File: src/assert_macros.svh
// Assertion helpers shared by the compensation block.
// Each check is sampled on the rising edge of clk_i and is off while rst_ni is low.
`ifndef ASSERT_MACROS_SVH
`define ASSERT_MACROS_SVH

`ifndef SYNTHESIS

// The property holds at every edge.
`define PTC_ASSERT_ALWAYS(lbl, prop) \
  lbl: assert property (@(posedge clk_i) disable iff (!rst_ni) (prop)) \
    else $error("ptc assertion failed");

// The consequent holds at the same edge as the antecedent.
`define PTC_ASSERT_IMPLIES(lbl, ante, cons) \
  lbl: assert property (@(posedge clk_i) disable iff (!rst_ni) (ante) |-> (cons)) \
    else $error("ptc assertion failed");

// The consequent holds at the next edge after the antecedent.
`define PTC_ASSERT_NEXT(lbl, ante, cons) \
  lbl: assert property (@(posedge clk_i) disable iff (!rst_ni) (ante) |=> (cons)) \
    else $error("ptc assertion failed");

`else

`define PTC_ASSERT_ALWAYS(lbl, prop)
`define PTC_ASSERT_IMPLIES(lbl, ante, cons)
`define PTC_ASSERT_NEXT(lbl, ante, cons)

`endif

`endif

File: src/ptc_pkg.sv
package ptc_pkg;

  // Field and register widths.
  localparam int RAW_W     = 24;
  localparam int COEF_W    = 16;
  localparam int CFG_IDX_W = 3;
  localparam int OUT_W     = 32;

  // Internal datapath widths.
  localparam int DT_W     = 25;  // raw temperature minus reference
  localparam int PROD_W   = 42;  // coefficient times dT
  localparam int DD_W     = 49;  // dT squared, always positive
  localparam int TEMP_W   = 19;  // first-order temperature
  localparam int TI_W     = 17;  // second-order temperature correction
  localparam int TOUT_W   = 20;  // corrected temperature
  localparam int WIDE_W   = 40;  // offset and sensitivity
  localparam int SQ_W     = 36;  // squared temperature deltas
  localparam int HALF_W   = 20;  // split point of the sensitivity word
  localparam int PL_W     = RAW_W + HALF_W;
  localparam int PH_W     = RAW_W + 1 + WIDE_W - HALF_W;
  localparam int PROD64_W = 64;
  localparam int Q_W      = 43;
  localparam int P_W      = 32;

  // Shift amounts of the compensation formulas.
  localparam int TEMP_SHIFT    = 23;
  localparam int OFF_SHIFT     = 7;
  localparam int SENS_SHIFT    = 8;
  localparam int TI_LOW_SHIFT  = 33;
  localparam int TI_HIGH_SHIFT = 36;
  localparam int P_SHIFT_SENS  = 21;
  localparam int P_SHIFT_OUT   = 13;

  // Temperature thresholds in 0.01 degC.
  localparam logic signed [TEMP_W-1:0] TEMP_REF      = TEMP_W'(2000);
  localparam logic signed [TEMP_W-1:0] TEMP_VERY_LOW = TEMP_W'(-1500);

  // Pipeline depths and queue size.
  localparam int FRONT_STAGES = 3;
  localparam int BACK_STAGES  = 7;
  localparam int FIFO_DEPTH   = 4;
  localparam int FIFO_PTR_W   = $clog2(FIFO_DEPTH);
  localparam int FIFO_CNT_W   = FIFO_PTR_W + 1;

  // Register indexes of the configuration port.
  localparam logic [CFG_IDX_W-1:0] REG_SENS        = CFG_IDX_W'(0);
  localparam logic [CFG_IDX_W-1:0] REG_OFFSET      = CFG_IDX_W'(1);
  localparam logic [CFG_IDX_W-1:0] REG_SENS_TEMP   = CFG_IDX_W'(2);
  localparam logic [CFG_IDX_W-1:0] REG_OFFSET_TEMP = CFG_IDX_W'(3);
  localparam logic [CFG_IDX_W-1:0] REG_REF_TEMP    = CFG_IDX_W'(4);
  localparam logic [CFG_IDX_W-1:0] REG_TEMP_SENS   = CFG_IDX_W'(5);

  // Temperature range that selects the second-order correction.
  typedef enum logic [1:0] {
    RANGE_HIGH,
    RANGE_LOW,
    RANGE_VERY_LOW
  } temp_range_e;

  // Calibration words.
  typedef struct packed {
    logic [COEF_W-1:0] sens;
    logic [COEF_W-1:0] offset;
    logic [COEF_W-1:0] sens_temp;
    logic [COEF_W-1:0] offset_temp;
    logic [COEF_W-1:0] ref_temp;
    logic [COEF_W-1:0] temp_sens;
  } coeff_t;

  // One classified item passed from the front to the back.
  typedef struct packed {
    logic [RAW_W-1:0]         raw_p;
    logic signed [TEMP_W-1:0] temp;
    logic [TI_W-1:0]          ti;
    logic signed [WIDE_W-1:0] off1;
    logic signed [WIDE_W-1:0] sens1;
    temp_range_e              temp_range;
  } front_rec_t;

endpackage

File: src/ptc_fifo.sv
`include "assert_macros.svh"

module ptc_fifo (
  input  logic                clk_i,
  input  logic                rst_ni,
  input  logic                in_valid_i,
  output logic                in_ready_o,
  input  ptc_pkg::front_rec_t in_rec_i,
  output logic                out_valid_o,
  input  logic                out_ready_i,
  output ptc_pkg::front_rec_t out_rec_o
);

  ptc_pkg::front_rec_t               mem_q [ptc_pkg::FIFO_DEPTH];
  logic [ptc_pkg::FIFO_PTR_W-1:0]    wr_ptr_q, wr_ptr_d, rd_ptr_q, rd_ptr_d;
  logic [ptc_pkg::FIFO_CNT_W-1:0]    cnt_q, cnt_d;
  logic                              full, push, pop;

  assign full        = (cnt_q == ptc_pkg::FIFO_CNT_W'(ptc_pkg::FIFO_DEPTH));
  assign in_ready_o  = !full;
  assign out_valid_o = (cnt_q != '0);
  assign push        = in_valid_i && !full;
  assign pop         = out_valid_o && out_ready_i;
  assign out_rec_o   = mem_q[rd_ptr_q];

  // Pointer and fill count update.
  always_comb begin
    wr_ptr_d = push ? wr_ptr_q + 1'b1 : wr_ptr_q;
    rd_ptr_d = pop ? rd_ptr_q + 1'b1 : rd_ptr_q;
    cnt_d    = cnt_q;
    if (push && !pop) begin
      cnt_d = cnt_q + 1'b1;
    end else if (pop && !push) begin
      cnt_d = cnt_q - 1'b1;
    end
  end

  always_ff @(posedge clk_i or negedge rst_ni) begin
    if (!rst_ni) begin
      wr_ptr_q <= '0;
      rd_ptr_q <= '0;
      cnt_q    <= '0;
    end else begin
      wr_ptr_q <= wr_ptr_d;
      rd_ptr_q <= rd_ptr_d;
      cnt_q    <= cnt_d;
    end
  end

  // Entry storage.
  always_ff @(posedge clk_i) begin
    if (push) begin
      mem_q[wr_ptr_q] <= in_rec_i;
    end
  end

  `PTC_ASSERT_ALWAYS(a_cnt_bound, cnt_q <= ptc_pkg::FIFO_CNT_W'(ptc_pkg::FIFO_DEPTH))
  `PTC_ASSERT_NEXT(a_cnt_up, push && !pop, cnt_q == $past(cnt_q) + 1'b1)
  `PTC_ASSERT_NEXT(a_empty_hold, cnt_q == '0 && !in_valid_i, cnt_q == '0)

endmodule

File: config.mk
export PLATFORM = sky130hd
export DESIGN_NAME = ptc_fifo
export DESIGN_NICKNAME = d
export VERILOG_FILES = /design/src/ptc_pkg.sv /design/src/ptc_fifo.sv
export VERILOG_INCLUDE_DIRS = /design/src /design/src/src
export SDC_FILE = /design/constraint.sdc
export NUM_CORES = 1
export LEC_CHECK = 0
export ABC_AREA = 1
export BUFFER_PORTS_ARGS = -buffer_cell sky130_fd_sc_hd__clkbuf_2
export CORE_MARGIN = 2
export CORE_UTILIZATION = 55
export DETAILED_ROUTE_END_ITERATION = 10
export PLACE_DENSITY = 0.77
export RECOVER_POWER = 25
export SETUP_SLACK_MARGIN = 0.5
export SLEW_MARGIN = 25
export SYNTH_ARGS = -nofsm -noshare
export SYNTH_HDL_FRONTEND = slang
export SYNTH_SLANG_ARGS = --single-unit
File: constraint.sdc
create_clock -name clk_i -period 9 [get_ports clk_i]
set_clock_uncertainty 0.1 [all_clocks]
set_input_delay 0.45 -clock clk_i [delete_from_list [all_inputs] [get_ports clk_i]]
set_output_delay 0.45 -clock clk_i [all_outputs]
set_load 0.005 [all_outputs]
==> results.py <==
metrics = {
    "hold_path": {
        "hp-class": "input port to flop",
    },
    "layout": {
        "area_growth_pct": 21.0,
        "nFillCells": 2706,
        "final_cells": 2710,
        "multi_input_area_um2": 3980,
        "design_area_um2": 27800,
        "fin_nets": 2280,
        "final_layout_size_suffix_gt1_share_pct": 14.3,
        "regArea_um2": 17200,
    },
    "clock_network": {
        "cts_root_buf": "clkbuf_16",
        "htreeDepth": 2,
        "insertion_delay_ps": 580,
        "cts_buffers": 55,
        "cts_buffer_depth": 3,
        "clock_sinks": 575,
        "cts_tree": "done",
        "clk_pin_slew_worst_paths_ps": 60,
    },
    "floorplan": {
        "core-area_um2": 41000,
        "die-area_um2": 43400,
        "row_count": 74,
        "start_util_pct": 56.0,
        "die_w_um": 208,
        "die-height_um": 208,
        "ios": 290,
    },
    "timing": {
        "maxSlewHeadroom_pct": 31.2,
        "fmax_ghz": 0.255,
        "fin_setup_tns_ps": 0,
        "fin_crit_sh_pct": 43.6,
        "finalMaxSlewViolations": 0,
        "worst_slack_ps": 5080,
        "rsz0062_at_grt": "no",
        "hold_viol": 0,
        "finalSetupViolations": 0,
        "fin_crit_ps": 3920,
        "worst_pin_slew_ps": 1030,
    },
    "route": {
        "wl_per_cell_um": 17.4,
        "num_vias": 14200,
        "drtAntennaViolNets": 0,
        "drtIter0Drc": 967,
        "routed_wl_um": 47200,
        "first_pass_iters": 7,
        "drc": 0,
        "viasPerCell": 5.24,
    },
    "power_and_ir_drop": {
        "p_sw_mw": 2.89,
        "clock_power_share_pct": 26.3,
        "peakVddDrop_mv": 0.376,
        "power.total_mw": 8.63,
        "p_leak_nw": 11.1,
        "p_sw_share_pct": 33.4,
        "p_comb_share_pct": 31.5,
        "p_int_mw": 5.74,
        "power_frac_seq_pct": 42.2,
        "power_density_nw_per_um2": 311,
    },
    "global_routing": {
        "grt_pass1_wl_um": 74100,
        "grt_max_degree": 281,
        "grt_pass1_vias": 14300,
        "antenna_found_initial": 4,
        "grt_usage_pct": 21.8,
        "grt_overflow": 0,
    },
    "setup_path": {
        "worstSetupPathType": "flop to primary output",
        "arrival_ps": 3370,
        "cp_max_fo": 196,
        "start_kind": "flop",
        "crit_required_ps": 8450,
        "worstSetupEndpointType": "primary output",
    },
    "synth": {
        "ys_seq_area_share_pct": 75.1,
        "yosys_warnings": 0,
        "syn_inst": 1716,
        "synth_fp_nets": 1868,
        "synth_area_per_cell_um2": 13.4,
        "synth_seq_cells": 575,
        "ys_types": 18,
        "netlist_area_um2": 23000,
    },
    "run": {
        "drv_cap": 0,
    },
    "placement": {
        "gp_congestion": 0.754,
        "pre_cts_ws_ps": 5840,
        "portBuffers": 289,
        "dp_hpwl_um": 25800,
        "place_area_um2": 24600,
        "place_inst": 2457,
    },
    "status": {
        "status": "complete, no violations",
    },
}
synth_stat cells:
cell / instances / area share, %
edfxtp_1: 568 / 74
nand2_1: 444 / 7.3
inv_1: 297 / 4.9
o211ai_1: 284 / 9.3
buf_6: 32 / 1.6
buf_2: 30 / 0.65
clkbuf_1: 27 / 0.44
dfrtp_1: 7 / 0.76
nand3_1: 7 / 0.15
ha_1: 5 / 0.27
buf_4: 4 / 0.13
nor2_1: 4 / 0.065
inv_2: 2 / 0.033
buf_1: 1 / 0.016
fa_1: 1 / 0.087
nand4_1: 1 / 0.027
o21ai_0: 1 / 0.022
xnor2_1: 1 / 0.038
cell families (layout without fill, tap and decap cells):
logic type      Yosys count  in the layout  share of synthesized area, %
compound gates          285            285                          9.31
xor+xnor                  1              1                        0.0382
fa+ha+maj                 6              6                         0.360
buf+inv                 393            851                          7.70
flops                   575            575                          75.1
other cells               0              4                             0
simple gates            456            456                          7.51
power groups by stage:
stage / clock network (mW) / registers (mW) / logic (mW)
final: 2.27 / 3.64 / 2.72
after global routing: 2.41 / 3.68 / 3.02
after CTS: 2.30 / 3.64 / 2.72
after detailed placement: 0 / 3.70 / 2.65
after global placement: 0 / 3.67 / 2.59
after floorplan: 0 / 3.78 / 1.74
what timing repair did:
item,in CTS,in global routing
endpoints found under the hold margin,576,0
buffers inserted,0,0
hold buffers,144,0
resized for setup,0,0
metal layers:
layer  up-vias  track usage, %  part of all wire [%]
li1       6837               -                     -
met1      6800            26.1                    39
met2       459            38.7                    52
met3       105            3.86                   5.9
met4         0            9.90                   3.5
met5         -               0                     0
through the flow:
stage	hold slack (ps)	util, %
floorplan	54.4	-
global placement	198	59.9
detailed placement	202	59.9
CTS	15.7	67.8
global route	58.1	67.7
finish	50.5	67.7
sequential cells by signal, summed over array words and instances (netlist names):
register,count
mem_q,568
cnt_q,3
rd_ptr_q,2
wr_ptr_q,2
layout make-up:
type | count | area share, %
diodes | 4 | 0.0360
well taps | 532 | 2.40
multi-input cells | 748 | 14.3
clock buffers | 66 | 5.33
repair buffers | 449 | 10.6
flip-flops and latches | 575 | 62.1
clock inverters | 37 | 1.15
inverters | 299 | 4.08
path summary, 6_finish.rpt:
kind                        startpoint             to  slack, ps  cells after the start
setup / recovery           rd_ptr_q[0]  out_rec_o[17]       5080                      7
hold / removal              in_valid_i    wr_ptr_q[0]         50                      3
setup reg to reg              cnt_q[0]    mem_q[2][8]       5900                      5
hold reg to reg               cnt_q[2]       cnt_q[2]        400                      2
max in group asynchronous       rst_ni    rd_ptr_q[1]       8240                      2
min in group asynchronous       rst_ni    rd_ptr_q[0]        250                      2
cell usage in the layout (no fill, tap or decap), types with 2 or more instances in the layout:
cell	instances
buf_12	2
buf_4	12
bufinv_16	5
clkbuf_1	93
clkbuf_16	57
clkbuf_2	203
clkbuf_8	2
clkinv_1	11
clkinv_2	14
clkinvlp_4	3
dfrtp_1	6
diode_2	4
dlygate4sd3_1	144
edfxtp_1	568
ha_1	5
inv_1	297
inv_6	3
nand2_1	444
nand3_1	7
nor2_4	4
o211ai_1	284
critical path, stage by stage (launching register included):
cell and delay, ps:
dfrtp_1 450, inv_8 590, buf_12 390, buf_16 480, nand2_1 210, o211ai_1 180
nand2_1 90, clkbuf_2 120
(Power assumes the default switching activity.)
