--- src/assert_macros.svh ---
// Assertion helpers shared by the compensation block.
// Each check is sampled on the rising edge of clk_i and is off while rst_ni is low.
`ifndef ASSERT_MACROS_SVH
`define ASSERT_MACROS_SVH

`ifndef SYNTHESIS

// The property holds at every edge.
`define PTC_ASSERT_ALWAYS(lbl, prop) \
  lbl: assert property (@(posedge clk_i) disable iff (!rst_ni) (prop)) \
    else $error("ptc assertion failed");

// The consequent holds at the same edge as the antecedent.
`define PTC_ASSERT_IMPLIES(lbl, ante, cons) \
  lbl: assert property (@(posedge clk_i) disable iff (!rst_ni) (ante) |-> (cons)) \
    else $error("ptc assertion failed");

// The consequent holds at the next edge after the antecedent.
`define PTC_ASSERT_NEXT(lbl, ante, cons) \
  lbl: assert property (@(posedge clk_i) disable iff (!rst_ni) (ante) |=> (cons)) \
    else $error("ptc assertion failed");

`else

`define PTC_ASSERT_ALWAYS(lbl, prop)
`define PTC_ASSERT_IMPLIES(lbl, ante, cons)
`define PTC_ASSERT_NEXT(lbl, ante, cons)

`endif

`endif

--- src/ptc_pkg.sv ---
package ptc_pkg;

  // Field and register widths.
  localparam int RAW_W     = 24;
  localparam int COEF_W    = 16;
  localparam int CFG_IDX_W = 3;
  localparam int OUT_W     = 32;

  // Internal datapath widths.
  localparam int DT_W     = 25;  // raw temperature minus reference
  localparam int PROD_W   = 42;  // coefficient times dT
  localparam int DD_W     = 49;  // dT squared, always positive
  localparam int TEMP_W   = 19;  // first-order temperature
  localparam int TI_W     = 17;  // second-order temperature correction
  localparam int TOUT_W   = 20;  // corrected temperature
  localparam int WIDE_W   = 40;  // offset and sensitivity
  localparam int SQ_W     = 36;  // squared temperature deltas
  localparam int HALF_W   = 20;  // split point of the sensitivity word
  localparam int PL_W     = RAW_W + HALF_W;
  localparam int PH_W     = RAW_W + 1 + WIDE_W - HALF_W;
  localparam int PROD64_W = 64;
  localparam int Q_W      = 43;
  localparam int P_W      = 32;

  // Shift amounts of the compensation formulas.
  localparam int TEMP_SHIFT    = 23;
  localparam int OFF_SHIFT     = 7;
  localparam int SENS_SHIFT    = 8;
  localparam int TI_LOW_SHIFT  = 33;
  localparam int TI_HIGH_SHIFT = 36;
  localparam int P_SHIFT_SENS  = 21;
  localparam int P_SHIFT_OUT   = 13;

  // Temperature thresholds in 0.01 degC.
  localparam logic signed [TEMP_W-1:0] TEMP_REF      = TEMP_W'(2000);
  localparam logic signed [TEMP_W-1:0] TEMP_VERY_LOW = TEMP_W'(-1500);

  // Pipeline depths and queue size.
  localparam int FRONT_STAGES = 3;
  localparam int BACK_STAGES  = 7;
  localparam int FIFO_DEPTH   = 4;
  localparam int FIFO_PTR_W   = $clog2(FIFO_DEPTH);
  localparam int FIFO_CNT_W   = FIFO_PTR_W + 1;

  // Register indexes of the configuration port.
  localparam logic [CFG_IDX_W-1:0] REG_SENS        = CFG_IDX_W'(0);
  localparam logic [CFG_IDX_W-1:0] REG_OFFSET      = CFG_IDX_W'(1);
  localparam logic [CFG_IDX_W-1:0] REG_SENS_TEMP   = CFG_IDX_W'(2);
  localparam logic [CFG_IDX_W-1:0] REG_OFFSET_TEMP = CFG_IDX_W'(3);
  localparam logic [CFG_IDX_W-1:0] REG_REF_TEMP    = CFG_IDX_W'(4);
  localparam logic [CFG_IDX_W-1:0] REG_TEMP_SENS   = CFG_IDX_W'(5);

  // Temperature range that selects the second-order correction.
  typedef enum logic [1:0] {
    RANGE_HIGH,
    RANGE_LOW,
    RANGE_VERY_LOW
  } temp_range_e;

  // Calibration words.
  typedef struct packed {
    logic [COEF_W-1:0] sens;
    logic [COEF_W-1:0] offset;
    logic [COEF_W-1:0] sens_temp;
    logic [COEF_W-1:0] offset_temp;
    logic [COEF_W-1:0] ref_temp;
    logic [COEF_W-1:0] temp_sens;
  } coeff_t;

  // One classified item passed from the front to the back.
  typedef struct packed {
    logic [RAW_W-1:0]         raw_p;
    logic signed [TEMP_W-1:0] temp;
    logic [TI_W-1:0]          ti;
    logic signed [WIDE_W-1:0] off1;
    logic signed [WIDE_W-1:0] sens1;
    temp_range_e              temp_range;
  } front_rec_t;

endpackage

--- src/ptc_front.sv ---
`include "assert_macros.svh"

module ptc_front (
  input  logic                       clk_i,
  input  logic                       rst_ni,
  input  ptc_pkg::coeff_t            coeff_i,
  input  logic                       in_valid_i,
  output logic                       in_ready_o,
  input  logic [ptc_pkg::RAW_W-1:0]  raw_pressure_i,
  input  logic [ptc_pkg::RAW_W-1:0]  raw_temperature_i,
  output logic                       out_valid_o,
  input  logic                       out_ready_i,
  output ptc_pkg::front_rec_t        out_rec_o
);

  logic [ptc_pkg::FRONT_STAGES-1:0] vld_q, vld_d, en;

  // Stage 1: temperature difference.
  logic [ptc_pkg::RAW_W-1:0]         raw_p1_q;
  logic signed [ptc_pkg::DT_W-1:0]   dt1_q, dt1_d;

  // Stage 2: products with dT.
  logic [ptc_pkg::RAW_W-1:0]         raw_p2_q;
  logic signed [ptc_pkg::PROD_W-1:0] tp2_q, tp2_d, op2_q, op2_d, sp2_q, sp2_d;
  logic signed [2*ptc_pkg::DT_W-1:0] dd_full;
  logic [ptc_pkg::DD_W-1:0]          dd2_q, dd2_d;

  // Stage 3: first-order values and classification.
  logic signed [ptc_pkg::PROD_W-1:0] tsh, osh, ssh;
  logic [ptc_pkg::DD_W:0]            dd3;
  logic signed [ptc_pkg::WIDE_W-1:0] off_base, sens_base;
  ptc_pkg::front_rec_t               rec_q, rec_d;

  // Stall chain: a stage moves when it is empty or its successor moves.
  always_comb begin
    en[ptc_pkg::FRONT_STAGES-1] = !vld_q[ptc_pkg::FRONT_STAGES-1] || out_ready_i;
    for (int k = ptc_pkg::FRONT_STAGES - 2; k >= 0; k--) begin
      en[k] = !vld_q[k] || en[k+1];
    end
  end

  always_comb begin
    vld_d = vld_q;
    if (en[0]) begin
      vld_d[0] = in_valid_i;
    end
    for (int k = 1; k < ptc_pkg::FRONT_STAGES; k++) begin
      if (en[k]) begin
        vld_d[k] = vld_q[k-1];
      end
    end
  end

  always_ff @(posedge clk_i or negedge rst_ni) begin
    if (!rst_ni) begin
      vld_q <= '0;
    end else begin
      vld_q <= vld_d;
    end
  end

  // Stage 1 datapath.
  assign dt1_d = $signed({1'b0, raw_temperature_i})
               - $signed({1'b0, coeff_i.ref_temp, 8'h00});

  // Stage 2 datapath.
  assign tp2_d   = dt1_q * $signed({1'b0, coeff_i.temp_sens});
  assign op2_d   = dt1_q * $signed({1'b0, coeff_i.offset_temp});
  assign sp2_d   = dt1_q * $signed({1'b0, coeff_i.sens_temp});
  assign dd_full = dt1_q * dt1_q;
  assign dd2_d   = dd_full[ptc_pkg::DD_W-1:0];

  // Stage 3 datapath.
  always_comb begin
    tsh       = tp2_q >>> ptc_pkg::TEMP_SHIFT;
    osh       = op2_q >>> ptc_pkg::OFF_SHIFT;
    ssh       = sp2_q >>> ptc_pkg::SENS_SHIFT;
    off_base  = $signed({{(ptc_pkg::WIDE_W - ptc_pkg::COEF_W - 16){1'b0}},
                         coeff_i.offset, 16'h0000});
    sens_base = $signed({{(ptc_pkg::WIDE_W - ptc_pkg::COEF_W - 15){1'b0}},
                         coeff_i.sens, 15'h0000});
    dd3       = {1'b0, dd2_q} + {dd2_q, 1'b0};

    rec_d.raw_p = raw_p2_q;
    rec_d.temp  = $signed(tsh[ptc_pkg::TEMP_W-1:0]) + ptc_pkg::TEMP_REF;
    rec_d.off1  = off_base + $signed(osh[ptc_pkg::WIDE_W-1:0]);
    rec_d.sens1 = sens_base + $signed(ssh[ptc_pkg::WIDE_W-1:0]);

    if (rec_d.temp < ptc_pkg::TEMP_REF) begin
      rec_d.ti = ptc_pkg::TI_W'(dd3 >> ptc_pkg::TI_LOW_SHIFT);
      if (rec_d.temp < ptc_pkg::TEMP_VERY_LOW) begin
        rec_d.temp_range = ptc_pkg::RANGE_VERY_LOW;
      end else begin
        rec_d.temp_range = ptc_pkg::RANGE_LOW;
      end
    end else begin
      rec_d.ti         = ptc_pkg::TI_W'(dd2_q >> ptc_pkg::TI_HIGH_SHIFT);
      rec_d.temp_range = ptc_pkg::RANGE_HIGH;
    end
  end

  // Payload registers move with their stage.
  always_ff @(posedge clk_i) begin
    if (en[0]) begin
      raw_p1_q <= raw_pressure_i;
      dt1_q    <= dt1_d;
    end
    if (en[1]) begin
      raw_p2_q <= raw_p1_q;
      tp2_q    <= tp2_d;
      op2_q    <= op2_d;
      sp2_q    <= sp2_d;
      dd2_q    <= dd2_d;
    end
    if (en[2]) begin
      rec_q <= rec_d;
    end
  end

  assign in_ready_o  = en[0];
  assign out_valid_o = vld_q[ptc_pkg::FRONT_STAGES-1];
  assign out_rec_o   = rec_q;

  // The range class must agree with the temperature it was taken from.
  `PTC_ASSERT_IMPLIES(a_high_class, out_valid_o && rec_q.temp_range == ptc_pkg::RANGE_HIGH, rec_q.temp >= ptc_pkg::TEMP_REF)
  `PTC_ASSERT_IMPLIES(a_very_low_class, out_valid_o && rec_q.temp_range == ptc_pkg::RANGE_VERY_LOW, rec_q.temp < ptc_pkg::TEMP_VERY_LOW)

endmodule

--- config.mk ---
export PLATFORM = sky130hd
export DESIGN_NAME = ptc_front
export DESIGN_NICKNAME = d
export VERILOG_FILES = /design/src/ptc_pkg.sv /design/src/ptc_front.sv
export VERILOG_INCLUDE_DIRS = /design/src /design/src/src
export SDC_FILE = /design/constraint.sdc
export NUM_CORES = 2
export LEC_CHECK = 0
export ABC_AREA = 0
export BUFFER_PORTS_ARGS = -buffer_cell sky130_fd_sc_hd__buf_2
export CAP_MARGIN = 40
export CORE_AREA = 2 2 266 531
export CTS_CLUSTER_SIZE = 25
export DETAILED_ROUTE_END_ITERATION = 7
export DIE_AREA = 0 0 268 533
export PLACE_DENSITY_LB_ADDON = 0.05
export SETUP_SLACK_MARGIN = 0.15
export SKIP_CTS_REPAIR_TIMING = 1
export SLEW_MARGIN = 20
export SYNTH_ARGS = -nofsm -noshare
export SYNTH_HDL_FRONTEND = slang
export SYNTH_SLANG_ARGS = --single-unit
--- constraint.sdc ---
create_clock -name clk_i -period 10.28 [get_ports clk_i]
set_input_delay 2.57 -clock clk_i [delete_from_list [all_inputs] [get_ports clk_i]]
set_output_delay 2.57 -clock clk_i [all_outputs]
set_load 0.01 [all_outputs]
==> metrics <==
outcome=finished clean; Reg area=roughly 10,000 sq um; H-tree depth=2; critical path's slowest cell=fa_1; post-detail-place hpwl=139,000 microns; CP peak stage delay=570 ps; Final Wtd Congestion=0.871; Least-Margin Pin Slew=between 900 and 1000 ps; CTS root buffer=clkbuf_16; CTS tree=yes; syn_area_per_cell=around 9.9 sq um; kind of critical path=input port to register; HP Class=register to register; vias in the first global route=54,900; Max Cap Violations=0; compound-gate portion of the synthesized area=4.16%; antenna violation net count after detailed routing=0; EDFF count, synth=341; multi-input logic area=56,700 sq um; Nets=slightly above 10,000; Post-Syn Nets=10,200; most common cell in the netlist=inv_1; Post-synth top flop=edfxtp_1; Rows=194; Overflow after GRT=0; Port Buffers=between 200 and 300; Worst Path Required=10,650 ps; vias per cell=5.14; cell taking the most area after synthesis=fa_1; clock slew at reported path FFs=60 ps; Routed WL=176,000 microns; wire per inst=18.1 microns; RSZ-0062 raised after global routing=no; die height=533 microns; register bit total from synthesis=344; path depth of the worst reg2reg path=21; Starting Density=around 55%; critical path capture point type=register; CP arrival=9410 ps; post-synthesis sequential area ratio=~14%; clock skew=46.1 ps; CTS Sinks=344; total CTS buffers=39; Synth Area in Simple Gates=12.3%; most numerous cell on the critical path=fa_1; main area contributors after synthesis=fa_1 47%, edfxtp_1 13%, inv_1 10%, ha_1 9.0%, and2_1 4.9%; Period minus WS final=approximately 9000 ps; drt drc=0; Setup TNS=0 ps; Post-Synth Adder-Cell Area=55.5%; met3 WL=between 10,000 and 15,000 microns; Max Used Layer=met5; Fillers=12,500; Yosys top cell area share=46.5%; gr usage total=26.6%; Synth-to-Final Area Change=5.99%; largest family of logic cells by synthesized area=adder cells; ratio of cells with drive above 1 in the final layout=5.84%; final hold vios=0; die width=268 microns; clock tree buffer depth=3; Synth Warn #=0; Post-Syn Area=76,000 sq um; area share of xor/xnor cells in the synthesized design=between 2 and 3%; crit path launch type=input port; fmax=~0.11 GHz; final setup fails=0; relative slew slack=38.7%; Final Cycle Share=87.9%; die area=143,000 sq um; mux contribution to synthesized area=less than 1%; drt pass-1 iters=8; First DRT Iteration DRCs=approximately 2,700; Core Box Area=139,000 sq um; met2 WL=85,700 microns; synth unique cells=70; initial antenna violation count=15; I/O Pins=~300; Synth top cells by count=2,060 x inv_1, 1,768 x fa_1, 974 x nand2_1; first-pass GRT wire length=about 290,000 microns; Via Count=~50,000; M1 WL=about 74,000 microns; crit-path max FO=25; synthesized instance count=slightly below 8,000; Worst-Skew Late Latency=640 ps; Slew Viols, Final=0; largest net degree at the start of global routing=114; Hold Crit Depth=0; async set or reset register ratio after synthesis=0.872%
layer usage:
metal | vias up | GRT usage (%)
li1 | 22800 | -
met1 | 25600 | 36.5
met2 | 1182 | 44.3
met3 | 238 | 3.55
met4 | 18 | 7.72
met5 | - | 0
registers in the layout, summed over array words and instances, names as in the netlist:
signal,flops
op2_q,35
dt1_q,25
vld_q,3
raw_p2_q,24
raw_p1_q,24
dd2_q,47
tp2_q,19
sp2_q,34
out_rec_o,133
worst paths after layout:
| check | start | endpoint | slack, ps |
|---|---|---|---|
| max in group asynchronous | rst_ni | vld_q[2] | 8430 |
| worst min-delay path | raw_p2_q[17] | out_rec_o[135] | 420 |
| min in group asynchronous | rst_ni | vld_q[0] | 1730 |
| worst max-delay path | coeff_i[34] | op2_q[41] | 1240 |
| worst min register to register | raw_p2_q[17] | out_rec_o[135] | 420 |
| worst max register to register | dt1_q[2] | dd2_q[46] | 1700 |
critical path: cells and delay by family:
family                     cells  cell delay, ps
adders and majority gates      7            3380
AOI/OAI and AO/OA              9            2280
buffers and inverters          7             890
and+or+nand+nor                1             170
xor gates and xnor gates       1              80
logic make-up after synthesis:
| family | count (synthesis) |
|---|---|
| flops | 344 |
| compound gates | 488 |
| xor+xnor | 225 |
| buf+inv | 2388 |
| simple gates | 1946 |
| mux | 2 |
| fa+ha+maj | 2313 |
area by class of cell:
| type | instances | area share (%) |
|---|---|---|
| Timing Repair Buffer | 380 | 2.79 |
| Clock inverter | 23 | 0.253 |
| Inverter | 2061 | 9.60 |
| Tap cell | 1862 | 2.89 |
| Multi-Input combinational cell | 4974 | 70.4 |
| Sequential cell | 344 | 12.8 |
| Clock buffer | 45 | 1.27 |
| Antenna cell | 8 | 0.0248 |
cells in the final DEF (no fill, tap or decap), types with 85 or more instances in the layout:
cell	count
and2_1	593
ha_1	545
edfxtp_1	341
buf_2	291
a21oi_1	157
xnor2_1	154
o21ai_0	85
nand2_1	974
fa_1	1768
inv_1	2060
nor2_1	153
through the flow:
step                      utilization (%)  std cells  cell area (sq um)  worst slack, ps  hold slack (ps)
final                                57.9       9697              80600             1240              416
after global routing                 57.9       9694              80600              945              425
after CTS                            57.9       9687              80500             1320              420
after detailed placement             57.0       9619              79300              639              405
after global placement               57.0       9614              79200              688              401
after floorplan                         -       7706              76000             1280              400
Power is not shown: default switching activity piles up to over one toggle a cycle in this logic, so the estimate is an artifact.
